`src/rtl/core/deq_pkg.sv`:
```
// Package for the double-ended queue: item types, command and status codes,
// controller state and control signal group. Used by double_ended_queue, deq_ctrl and deq_dp.
package deq_pkg;

   localparam int DEQ_CAPACITY = 16;

   typedef enum logic [2:0] {
      CMD_PUSH_FRONT = 3'd0,
      CMD_PUSH_BACK  = 3'd1,
      CMD_POP_FRONT  = 3'd2,
      CMD_POP_BACK   = 3'd3,
      CMD_PEEK_FRONT = 3'd4,
      CMD_PEEK_BACK  = 3'd5,
      CMD_CLEAR      = 3'd6
   } cmd_type;

   typedef enum logic [1:0] {
      ST_OK    = 2'd0,
      ST_EMPTY = 2'd1,
      ST_FULL  = 2'd2
   } status_type;

   typedef struct packed {
      logic [2:0]         command;
      logic signed [31:0] push_value;
   } req_type;

   typedef struct packed {
      logic signed [31:0] read_value;
      logic [1:0]         status;
      logic [4:0]         occupancy;
   } rsp_type;

   typedef enum logic [1:0] {
      FSM_IDLE = 2'd0,
      FSM_EXEC = 2'd1,
      FSM_RESP = 2'd2
   } fsm_type;

   typedef struct packed {
      logic capture;
      logic execute;
      logic respond;
   } ctrl_type;

endpackage

```
`src/rtl/core/double_ended_queue.sv`:
```
// Bounded double-ended queue of signed 32-bit words over a circular RAM store.
// The result strobe rises in the respond state, which follows the capture and execute
// states; a new item is taken only once the controller is idle again after stepping
// capture, execute (RAM access and pointer update) and respond. Results cannot be stalled.
// Synchronous reset empties the queue; store contents stay undefined until written.
// Depends on deq_pkg, deq_ctrl, deq_dp, deq_ram.
module double_ended_queue
   import deq_pkg::*;
#(
   parameter int CAPACITY = DEQ_CAPACITY
) (
   input  logic    clock,
   input  logic    reset,
   input  logic    start,
   output logic    busy,
   input  req_type req_data,
   output logic    rsp_valid,
   output rsp_type rsp_data
);

   ctrl_type ctrl;

   deq_ctrl u_ctrl (
      .clock (clock),
      .reset (reset),
      .start (start),
      .busy  (busy),
      .ctrl  (ctrl)
   );

   deq_dp #(
      .CAPACITY (CAPACITY)
   ) u_dp (
      .clock     (clock),
      .reset     (reset),
      .ctrl      (ctrl),
      .req_data  (req_data),
      .rsp_valid (rsp_valid),
      .rsp_data  (rsp_data)
   );

endmodule

```
`src/rtl/core/deq_ram.sv`:
```
// Generic single-write, single-read RAM with registered read data.
// No dependencies.
module deq_ram #(
   parameter int WIDTH = 32,
   parameter int DEPTH = 16
) (
   input  logic                     clock,
   input  logic                     wr_en,
   input  logic [$clog2(DEPTH)-1:0] wr_addr,
   input  logic [WIDTH-1:0]         wr_data,
   input  logic                     rd_en,
   input  logic [$clog2(DEPTH)-1:0] rd_addr,
   output logic [WIDTH-1:0]         rd_data
);

   logic [WIDTH-1:0] mem_ff [DEPTH];
   logic [WIDTH-1:0] rd_data_ff;

   always_ff @(posedge clock) begin
      if (wr_en) begin
         mem_ff[wr_addr] <= wr_data;
      end
      if (rd_en) begin
         rd_data_ff <= mem_ff[rd_addr];
      end
   end

   assign rd_data = rd_data_ff;

endmodule

```
`src/rtl/core/deq_ctrl.sv`:
```
// Controller state machine for the double-ended queue: sequences capture,
// execute and respond. Depends on deq_pkg.
module deq_ctrl
   import deq_pkg::*;
(
   input  logic     clock,
   input  logic     reset,
   input  logic     start,
   output logic     busy,
   output ctrl_type ctrl
);

   fsm_type state_ff;
   fsm_type state_in;

   always_ff @(posedge clock) begin
      if (reset) begin
         state_ff <= FSM_IDLE;
      end else begin
         state_ff <= state_in;
      end
   end

   always_comb begin
      state_in = state_ff;
      ctrl     = '0;
      busy     = 1'b1;
      case (state_ff)
         FSM_IDLE: begin
            busy = 1'b0;
            if (start) begin
               ctrl.capture = 1'b1;
               state_in     = FSM_EXEC;
            end
         end
         FSM_EXEC: begin
            ctrl.execute = 1'b1;
            state_in     = FSM_RESP;
         end
         FSM_RESP: begin
            ctrl.respond = 1'b1;
            state_in     = FSM_IDLE;
         end
         default: begin
            state_in = FSM_IDLE;
         end
      endcase
   end

endmodule

```
`src/rtl/core/deq_dp.sv`:
```
// Datapath for the double-ended queue: pointers, count, word store and
// response registers. Depends on deq_pkg and deq_ram.
module deq_dp
   import deq_pkg::*;
#(
   parameter int CAPACITY = DEQ_CAPACITY
) (
   input  logic     clock,
   input  logic     reset,
   input  ctrl_type ctrl,
   input  req_type  req_data,
   output logic     rsp_valid,
   output rsp_type  rsp_data
);

   localparam int PTR_W = $clog2(CAPACITY);
   localparam int CNT_W = $clog2(CAPACITY + 1);
   localparam logic [PTR_W-1:0] PTR_LAST = PTR_W'(CAPACITY - 1);
   localparam logic [CNT_W-1:0] CNT_FULL = CNT_W'(CAPACITY);

   logic [2:0]         cmd_ff;
   logic signed [31:0] value_ff;
   logic [PTR_W-1:0]   head_ff, head_in;
   logic [PTR_W-1:0]   tail_ff, tail_in;
   logic [CNT_W-1:0]   count_ff, count_in;
   logic [1:0]         status_ff, status_in;
   logic               hit_ff, hit_in;
   logic               valid_ff;

   logic [PTR_W-1:0]   head_inc, head_dec, tail_inc, tail_dec;
   logic               is_full, is_empty;
   logic               wr_en, rd_en;
   logic [PTR_W-1:0]   wr_addr, rd_addr;
   logic [31:0]        rd_data;

   assign head_inc = (head_ff == PTR_LAST) ? '0 : head_ff + 1'b1;
   assign head_dec = (head_ff == '0) ? PTR_LAST : head_ff - 1'b1;
   assign tail_inc = (tail_ff == PTR_LAST) ? '0 : tail_ff + 1'b1;
   assign tail_dec = (tail_ff == '0) ? PTR_LAST : tail_ff - 1'b1;
   assign is_full  = (count_ff == CNT_FULL);
   assign is_empty = (count_ff == '0);

   always_comb begin
      head_in   = head_ff;
      tail_in   = tail_ff;
      count_in  = count_ff;
      status_in = ST_OK;
      hit_in    = 1'b0;
      wr_en     = 1'b0;
      rd_en     = 1'b0;
      wr_addr   = tail_ff;
      rd_addr   = head_ff;
      case (cmd_ff)
         CMD_PUSH_FRONT, CMD_PUSH_BACK: begin
            if (is_full) begin
               status_in = ST_FULL;
            end else begin
               wr_en    = 1'b1;
               count_in = count_ff + 1'b1;
               if (cmd_ff == CMD_PUSH_FRONT) begin
                  wr_addr = head_dec;
                  head_in = head_dec;
               end else begin
                  tail_in = tail_inc;
               end
            end
         end
         CMD_POP_FRONT, CMD_POP_BACK, CMD_PEEK_FRONT, CMD_PEEK_BACK: begin
            if (is_empty) begin
               status_in = ST_EMPTY;
            end else begin
               rd_en  = 1'b1;
               hit_in = 1'b1;
               if (cmd_ff == CMD_POP_BACK || cmd_ff == CMD_PEEK_BACK) begin
                  rd_addr = tail_dec;
               end
               if (cmd_ff == CMD_POP_FRONT) begin
                  head_in  = head_inc;
                  count_in = count_ff - 1'b1;
               end
               if (cmd_ff == CMD_POP_BACK) begin
                  tail_in  = tail_dec;
                  count_in = count_ff - 1'b1;
               end
            end
         end
         CMD_CLEAR: begin
            head_in  = '0;
            tail_in  = '0;
            count_in = '0;
         end
         default: begin
         end
      endcase
   end

   always_ff @(posedge clock) begin
      if (ctrl.capture) begin
         cmd_ff   <= req_data.command;
         value_ff <= req_data.push_value;
      end
      if (ctrl.execute) begin
         status_ff <= status_in;
         hit_ff    <= hit_in;
      end
   end

   always_ff @(posedge clock) begin
      if (reset) begin
         head_ff  <= '0;
         tail_ff  <= '0;
         count_ff <= '0;
         valid_ff <= 1'b0;
      end else begin
         valid_ff <= ctrl.execute;
         if (ctrl.execute) begin
            head_ff  <= head_in;
            tail_ff  <= tail_in;
            count_ff <= count_in;
         end
      end
   end

   deq_ram #(
      .WIDTH (32),
      .DEPTH (CAPACITY)
   ) u_store (
      .clock   (clock),
      .wr_en   (wr_en && ctrl.execute),
      .wr_addr (wr_addr),
      .wr_data (value_ff),
      .rd_en   (rd_en && ctrl.execute),
      .rd_addr (rd_addr),
      .rd_data (rd_data)
   );

   assign rsp_valid           = valid_ff && ctrl.respond;
   assign rsp_data.read_value = hit_ff ? rd_data : '0;
   assign rsp_data.status     = status_ff;
   assign rsp_data.occupancy  = 5'(count_ff);

endmodule
```
`config.mk`:
```
export PLATFORM = sky130hd
export DESIGN_NAME = double_ended_queue
export DESIGN_NICKNAME = d
export VERILOG_FILES = /design/src/rtl/core/deq_pkg.sv /design/src/rtl/core/double_ended_queue.sv /design/src/rtl/core/deq_ram.sv /design/src/rtl/core/deq_ctrl.sv /design/src/rtl/core/deq_dp.sv
export SDC_FILE = /design/constraint.sdc
export NUM_CORES = 1
export LEC_CHECK = 0
export ABC_AREA = 1
export BUFFER_PORTS_ARGS = -buffer_cell sky130_fd_sc_hd__buf_2
export CORE_MARGIN = 5
export CORE_UTILIZATION = 34
export DETAILED_ROUTE_END_ITERATION = 10
export PLACE_DENSITY = 0.53
export SLEW_MARGIN = 40
export SYNTH_ARGS = -nofsm -noshare
export SYNTH_HDL_FRONTEND = slang
export SYNTH_SLANG_ARGS = --single-unit
```
`constraint.sdc`:
```
create_clock -name clock -period 4.46 [get_ports clock]
set_input_delay 0.223 -clock clock [delete_from_list [all_inputs] [get_ports clock]]
set_output_delay 0.223 -clock clock [all_outputs]
set_load 0.01 [all_outputs]
```
After elaboration in Yosys (flattened, before gate mapping)
Memory sizes are Yosys's and may differ from the RTL's. A register that Yosys moved wholly into a read port is not among the register bits.
Index checks and enable logic that the tools add are counted.
{"block": "totals", "regBits": 54, "mem_bits_rw": 512, "in_bits": 38, "output_inout_bits": 41, "elab_cells": 92, "memories": 1}
{"block": "classes", "add_sub_neg": 6, "eq_ne": 19, "muxes": 42, "reduce_logical": 15}
{"memory": "u_dp.u_store.mem_ff", "words": 16, "width": 32, "read_ports": 1, "rd_clocked_by_memory_dff": 1, "write_ports": 1, "line": "deq_ram.sv:16", "source": "logic [WIDTH-1:0] mem_ff [DEPTH];"}
{"cell": "4-bit 2-to-1 mux", "count": 18}
{"cell": "32-bit 2-to-1 mux", "count": 1}
{"cell": "4-bit one-hot mux with 3 select lines", "count": 2}
{"cell": "5-bit 2-to-1 mux", "count": 4}
{"cell": "5-bit one-hot mux with 3 select lines", "count": 1}
{"cell": "1-bit 2-to-1 mux", "count": 12}
{"cell": "6-bit AND reduction", "count": 2}
{"cell": "3-bit == test, second input constant", "count": 3}
{"cell": "4-bit by 1-bit adder with 4-bit output, second input constant", "count": 2}
{"cell": "4-bit == test, second input constant", "count": 2}
{"cell": "4-bit zero test", "count": 2}
{"cell": "2-bit != test, second input constant", "count": 4}
{"cell": "2-bit one-hot mux with 2 select lines", "count": 2}
{"cell": "4-bit by 1-bit subtractor with 4-bit output, second input constant", "count": 2}
{"cell": "3-bit by 2-bit == test with 1-bit output, second input constant", "count": 2}
{"cell": "2-bit by 1-bit != test with 1-bit output, second input constant", "count": 3}
{"cell": "5-bit by 1-bit adder with 5-bit output, second input constant", "count": 1}
{"cell": "5-bit == test, second input constant", "count": 1}
{"cell": "5-bit zero test", "count": 1}
{"cell": "5-bit AND reduction", "count": 1}
{"cell": "5-bit by 1-bit subtractor with 5-bit output, second input constant", "count": 1}
{"cell": "2-bit 2-to-1 mux", "count": 2}
{"cell": "4-bit OR reduction", "count": 1}
{"cell": "3-bit by 1-bit == test with 1-bit output, second input constant", "count": 1}
{"cell": "9 further kinds", "count": 11}

Depth between registers and ports, before layout
{"block": "logic_depth", "ltp_word": 6, "depth_mapped": 14, "ltp_nobuf": 13}

Modules after synthesis
Synthesis repeated with hierarchy kept, for this count alone.
{"block": "hier_totals", "cells_unflattened": 2443, "hier_area_um2": 25792.2}
{"mod": "deq_ram", "instances": 1, "cells_each": 2120, "area_each_um2": 23050.9, "seq_area_each_um2": 16335.7}
{"mod": "deq_dp", "instances": 1, "cells_each": 310, "area_each_um2": 2647.5, "seq_area_each_um2": 1421.4}
{"mod": "deq_ctrl", "instances": 1, "cells_each": 13, "area_each_um2": 93.8, "seq_area_each_um2": 40.0}

Least setup slack after synthesis
Ideal clock, no wire load.
{"block": "synth_timing", "path_type": "reg2reg", "start": "register u_dp.cmd_ff[1]", "end": "memory u_dp.u_store.mem_ff[4][0] (enable)", "t_arrival_ns": 2.840, "t_required_ns": 4.039, "setup_slack_ns": 1.198, "path_stages_with_launch": 8, "path_buffers": 0, "synth_period_minus_slack_ns": 3.262, "cell_sequence": "edfxtp_1 > nor2_2 > o21ai_0 > nor2_1 > inv_1 > o21ai_0 > nand3_1 > nor2_1"}
{"block": "synth_via", "elab_chain_len": 6, "word_cells_on_any_way": 10}
{"item": "start, declared", "line": "deq_dp.sv:21", "source": "logic [2:0] cmd_ff;"}
{"item": "start signal, assigned", "line": "deq_dp.sv:99", "source": "cmd_ff <= req_data.command;"}
{"item": "3-bit by 1-bit == test with 1-bit output or 3-bit zero test (tied branches)", "line": "deq_dp.sv:53, deq_dp.sv:60"}
{"item": "2-bit OR reduction", "line": "deq_dp.sv:53", "source": "case (cmd_ff)"}
{"item": "1-bit 2-to-1 mux", "line": "deq_dp.sv:53"}
{"item": "1-bit logical AND", "line": "deq_dp.sv:129", "source": ".wr_en (wr_en && ctrl.execute),"}
{"item": "1-bit 2-to-1 mux", "line": "deq_ram.sv:20", "source": "if (wr_en) begin"}
{"item": "1-bit 2-to-1 mux (not written as such)", "line": "deq_ram.sv:21", "source": "mem_ff[wr_addr] <= wr_data;"}
{"item": "end, declared", "line": "deq_ram.sv:16"}
Several ways; a longest one is shown, not always the timed one.

Worst setup path in the final report
{"block": "layout_timing", "start": "register u_dp.cmd_ff[2]", "end": "register u_dp.u_store.rd_data_ff[13], in the netlist u_dp.u_store.rd_data[13] (read register of u_dp.u_store.mem_ff), data pin"}
{"block": "layout_via", "elab_chain_len": 5, "word_cells_on_any_way": 11}
{"item": "3-bit by 2-bit == test with 1-bit output or 3-bit == test (tied branches)", "line": "deq_dp.sv:53, deq_dp.sv:74"}
{"item": "1-bit logical OR", "line": "deq_dp.sv:74", "source": "if (cmd_ff == CMD_POP_BACK || cmd_ff == CMD_PEEK_BACK) begin"}
{"item": "4-bit 2-to-1 mux", "line": "deq_dp.sv:74"}
{"item": "4-bit 2-to-1 mux", "line": "deq_dp.sv:69", "source": "if (is_empty) begin"}
{"item": "4-bit 2-to-1 mux", "line": "deq_dp.sv:53"}
{"item": "end, declared", "line": "deq_ram.sv:17", "source": "logic [WIDTH-1:0] rd_data_ff;"}
Several ways; a longest one is shown, not always the timed one.
A chain may end at the register's enable or synchronous reset.

==> impl_metrics.ini <==
[yosys]
synth_top_area_cell = edfxtp_1
netlist_area_um2 = 26100
yosysSeqAreaShare = 0.682
muxShareOfSynthArea = 0
synth.yosys.warnings = 0
synth-main-ff-cell = edfxtp_1
synth_compound_area_frac = 0.00963
netlist_top_cells_count = nand3_1 (621), edfxtp_1 (582), inv_1 (516)
yosysMostFrequentCell = nand3_1
synth-simple-area-share = 0.206
synthAdderAreaFrac = 0.00335
synth_top_family_by_area = simple AND/OR/NAND/NOR gates
synth-edff-count = 582
netlist_top_cells_area = edfxtp_1 (67%), nand3_1 (12%), inv_1 (7.4%)
ys_seq_elements = 598
async_flop_share = 0
syn-num-nets = 2497
ys_types = 32
syn-instance-count = 2452
synth_xor_area_frac = 0.00168
yosysTopAreaCellShare = 0.669
syn_avg_cell_area_um2 = 10.6

[worst_setup_path]
path_delay_family = simple AND/OR/NAND/NOR gates
path_cells = nand2_1 > inv_2 > nor2_4 > nand3_4 > nand2_4 > buf_12 > buf_16 > nand3_1 > nand3_1 > nand3_1 > nand3_1 > nand2_1
path_common_cell = nand3_1
start_kind = flip-flop
r2r-end = u_dp.u_store.rd_data[13]
endpoint_kind = flip-flop
required_ns = 4.83
crit_type = reg2reg
critPathMaxStageDelay_ns = 0.45
r2r_start = u_dp.cmd_ff[2]
arrival_ns = 3.65
crit_fanout = 108
worstRegToRegCells = 12
worst-path-buf-inv = 3
crit_slowest_cell = edfxtp_1
r2r_slack_ns = 1.18

[routing]
wirelength_um = 70600
firstDrtPassIters = 5
drcViolationCount = 0
drtIter0Drc = 1257
wire_per_inst_um = 19.4
via_count = 17491
detail-route-antenna-nets = 0
via_per_inst = 4.82

[grt]
grt_antenna_before_repair = 1
grt_max_degree = 116
grt_pass1_vias = 17204
grt_use_total = 0.169
grtUsageMet3 = 0.0178
grt_pass1_wl_um = 107000
use_met2 = 0.295
grt_overflow = 0
grt_most_used_layer = met2
gr-usage-met1 = 0.222

[power]
p_int_w = 0.00941
report.power.total_w = 0.0123
seqPwrFrac = 0.515
clkPwrFrac = 0.402
power_frac_comb = 0.083
p_leak_nw = 12.5
switching_share = 0.237
irDropWorstVdd_mv = 0.291
p_per_area_nw_per_um2 = 406
p_switching_w = 0.00293

[place]
gp_congestion = 0.845
pre_cts_slack_ns = 1.25
place_hpwl_um = 39300
port_buffers = 78

[hold_path]
min_path_cells = 2
min_from = req_data[16]
min_path_type = in2reg
hold_path_end = u_dp.value_ff[16]

[clock_network]
clk_latency_ns = 0.64
path_clk_slew_ns = 0.06
clk_path_buf_depth = 3
cts_tree = yes
cts_made_buffers = 61
htree_levels = 2
cts_root_buffer = clkbuf_16
cts_setup_buffers = 0
clock-sinks = 598

[layout]
syn2layout_area_growth_pct = 16.3
n_antenna_cell = 0
fin_nets = 2595
drive_above_1_share = 0.0942

[die]
core_um2 = 76100
dieArea_um2 = 82400
row_count = 101
ios = 79
initial_core_util = 0.343
die_w_um = 287
dieHeight_um = 287

[timing]
setup_violations = 0
finalHoldViolations = 0
slew_violations = 0
rsz0062_at_grt = false
clock_skew_ns = 0.0191
holdWs_ns = 0.293
fmax_ghz = 0.305
fin_crit_sh = 0.735
final.setup.worst_slack_ns = 1.18
tns_ns = 0
tightest_slew_ns = 0.836
relSlewSlack = 0.443
min_period_ns = 3.28

[status]
status = complete, no violations

[job]
max_cap_viol_count = 0
-- routing by layer --
| metal | part of all wire | up-vias | wire (um) |
|---|---|---|---|
| met2 | 0.49 | 488 | 34900 |
| li1 | - | 8338 | - |
| met1 | 0.43 | 8549 | 30000 |
| met3 | 0.052 | 116 | 3640 |
| met5 | 0 | - | 0 |
| met4 | 0.029 | 0 | 2050 |
-- worst max path at each step --
stage / slack [ns] / end / depth (start not counted) / from
6_report: 1.18 / u_dp.u_store.rd_data[13] / 12 / u_dp.cmd_ff[2]
5_1_grt: 0.97 / u_dp.u_store.rd_data[13] / 12 / u_dp.cmd_ff[2]
4_1_cts: 1.24 / u_dp.u_store.rd_data[13] / 12 / u_dp.cmd_ff[2]
2_1_floorplan: 1.20 / u_dp.u_store.mem_ff[4][0] / 7 / u_dp.cmd_ff[1]
3_3_place_gp: 1.23 / u_dp.u_store.mem_ff[11][7] / 8 / u_dp.cmd_ff[1]
3_5_place_dp: 1.25 / u_dp.u_store.rd_data[13] / 12 / u_dp.cmd_ff[2]
-- logic make-up (layout without fill, tap and decap cells) --
family | count (synthesis) | count (layout)
adder cells (fa/ha/maj) | 7 | 7
buffers and inverters | 651 | 800
flip-flops | 598 | 598
XOR/XNOR | 5 | 5
AND/OR/NAND/NOR | 1144 | 1144
AO/OA/AOI/OAI | 47 | 47
-- cell usage in the layout, fill, tap and decap left out, types with 4 or more instances in the layout --
| cell | synthesis | layout |
|---|---|---|
| buf_16 | 0 | 4 |
| inv_1 | 516 | 516 |
| clkinv_2 | 0 | 8 |
| clkbuf_1 | 37 | 19 |
| bufinv_16 | 0 | 5 |
| edfxtp_1 | 582 | 582 |
| nand3_1 | 621 | 621 |
| buf_4 | 3 | 29 |
| nor2_4 | 1 | 19 |
| dlygate4sd3_1 | 0 | 37 |
| clkinv_1 | 1 | 17 |
| nor2_1 | 43 | 25 |
| buf_2 | 78 | 78 |
| clkbuf_16 | 0 | 62 |
| o21ai_4 | 0 | 4 |
| a21oi_1 | 13 | 13 |
| o22ai_1 | 4 | 4 |
| nand3b_1 | 65 | 65 |
| ha_1 | 7 | 7 |
| nand2_1 | 401 | 400 |
| buf_12 | 0 | 14 |
| o21ai_0 | 21 | 21 |
| dfxtp_1 | 16 | 16 |
-- power groups by stage --
stage / clock network, W / registers, W / logic [W]
floorplan: 0 / 0.00642 / 0.000651
global placement: 0 / 0.00647 / 0.000976
detailed placement: 0 / 0.00647 / 0.000997
CTS: 0.00508 / 0.00636 / 0.00103
global route: 0.00531 / 0.00636 / 0.00113
finish: 0.00496 / 0.00636 / 0.00102
-- state kept, by name (all words and copies together) (netlist names) --
register / flops
u_dp.u_store.mem_ff: 512
u_dp.u_store.rd_data: 32
u_dp.value_ff: 32
u_dp.count_ff: 5
u_dp.head_ff: 4
u_dp.tail_ff: 4
u_dp.cmd_ff: 3
u_ctrl.state_ff: 2
u_dp.status_ff: 2
u_dp.hit_ff: 1
u_dp.valid_ff: 1
-- through the flow --
stage | instances | util | area (um2)
after floorplan | 2452 | - | 26100
after global placement | 3473 | 0.367 | 27900
after global routing | 3631 | 0.399 | 30400
final | 3631 | 0.399 | 30400
after detailed placement | 3479 | 0.369 | 28000
after CTS | 3630 | 0.399 | 30300
-- final cells by class --
class                           count  area [um2]
Tap cell                         1030        1290
Inverter                          519        1950
Timing Repair Buffer              167        1430
Fill cell                        7353       45700
Clock inverter                     33         302
Clock buffer                       81        1620
Sequential cell                   598       17800
Multi-Input combinational cell   1203        5970
-- timing repair --
action | 4_1_cts | 5_1_grt
hold endpoints to repair | 43 | 0
gates resized for setup | 0 | 0
hold buffers | 37 | 0
Note: power is estimated with default switching activity, not from simulation.
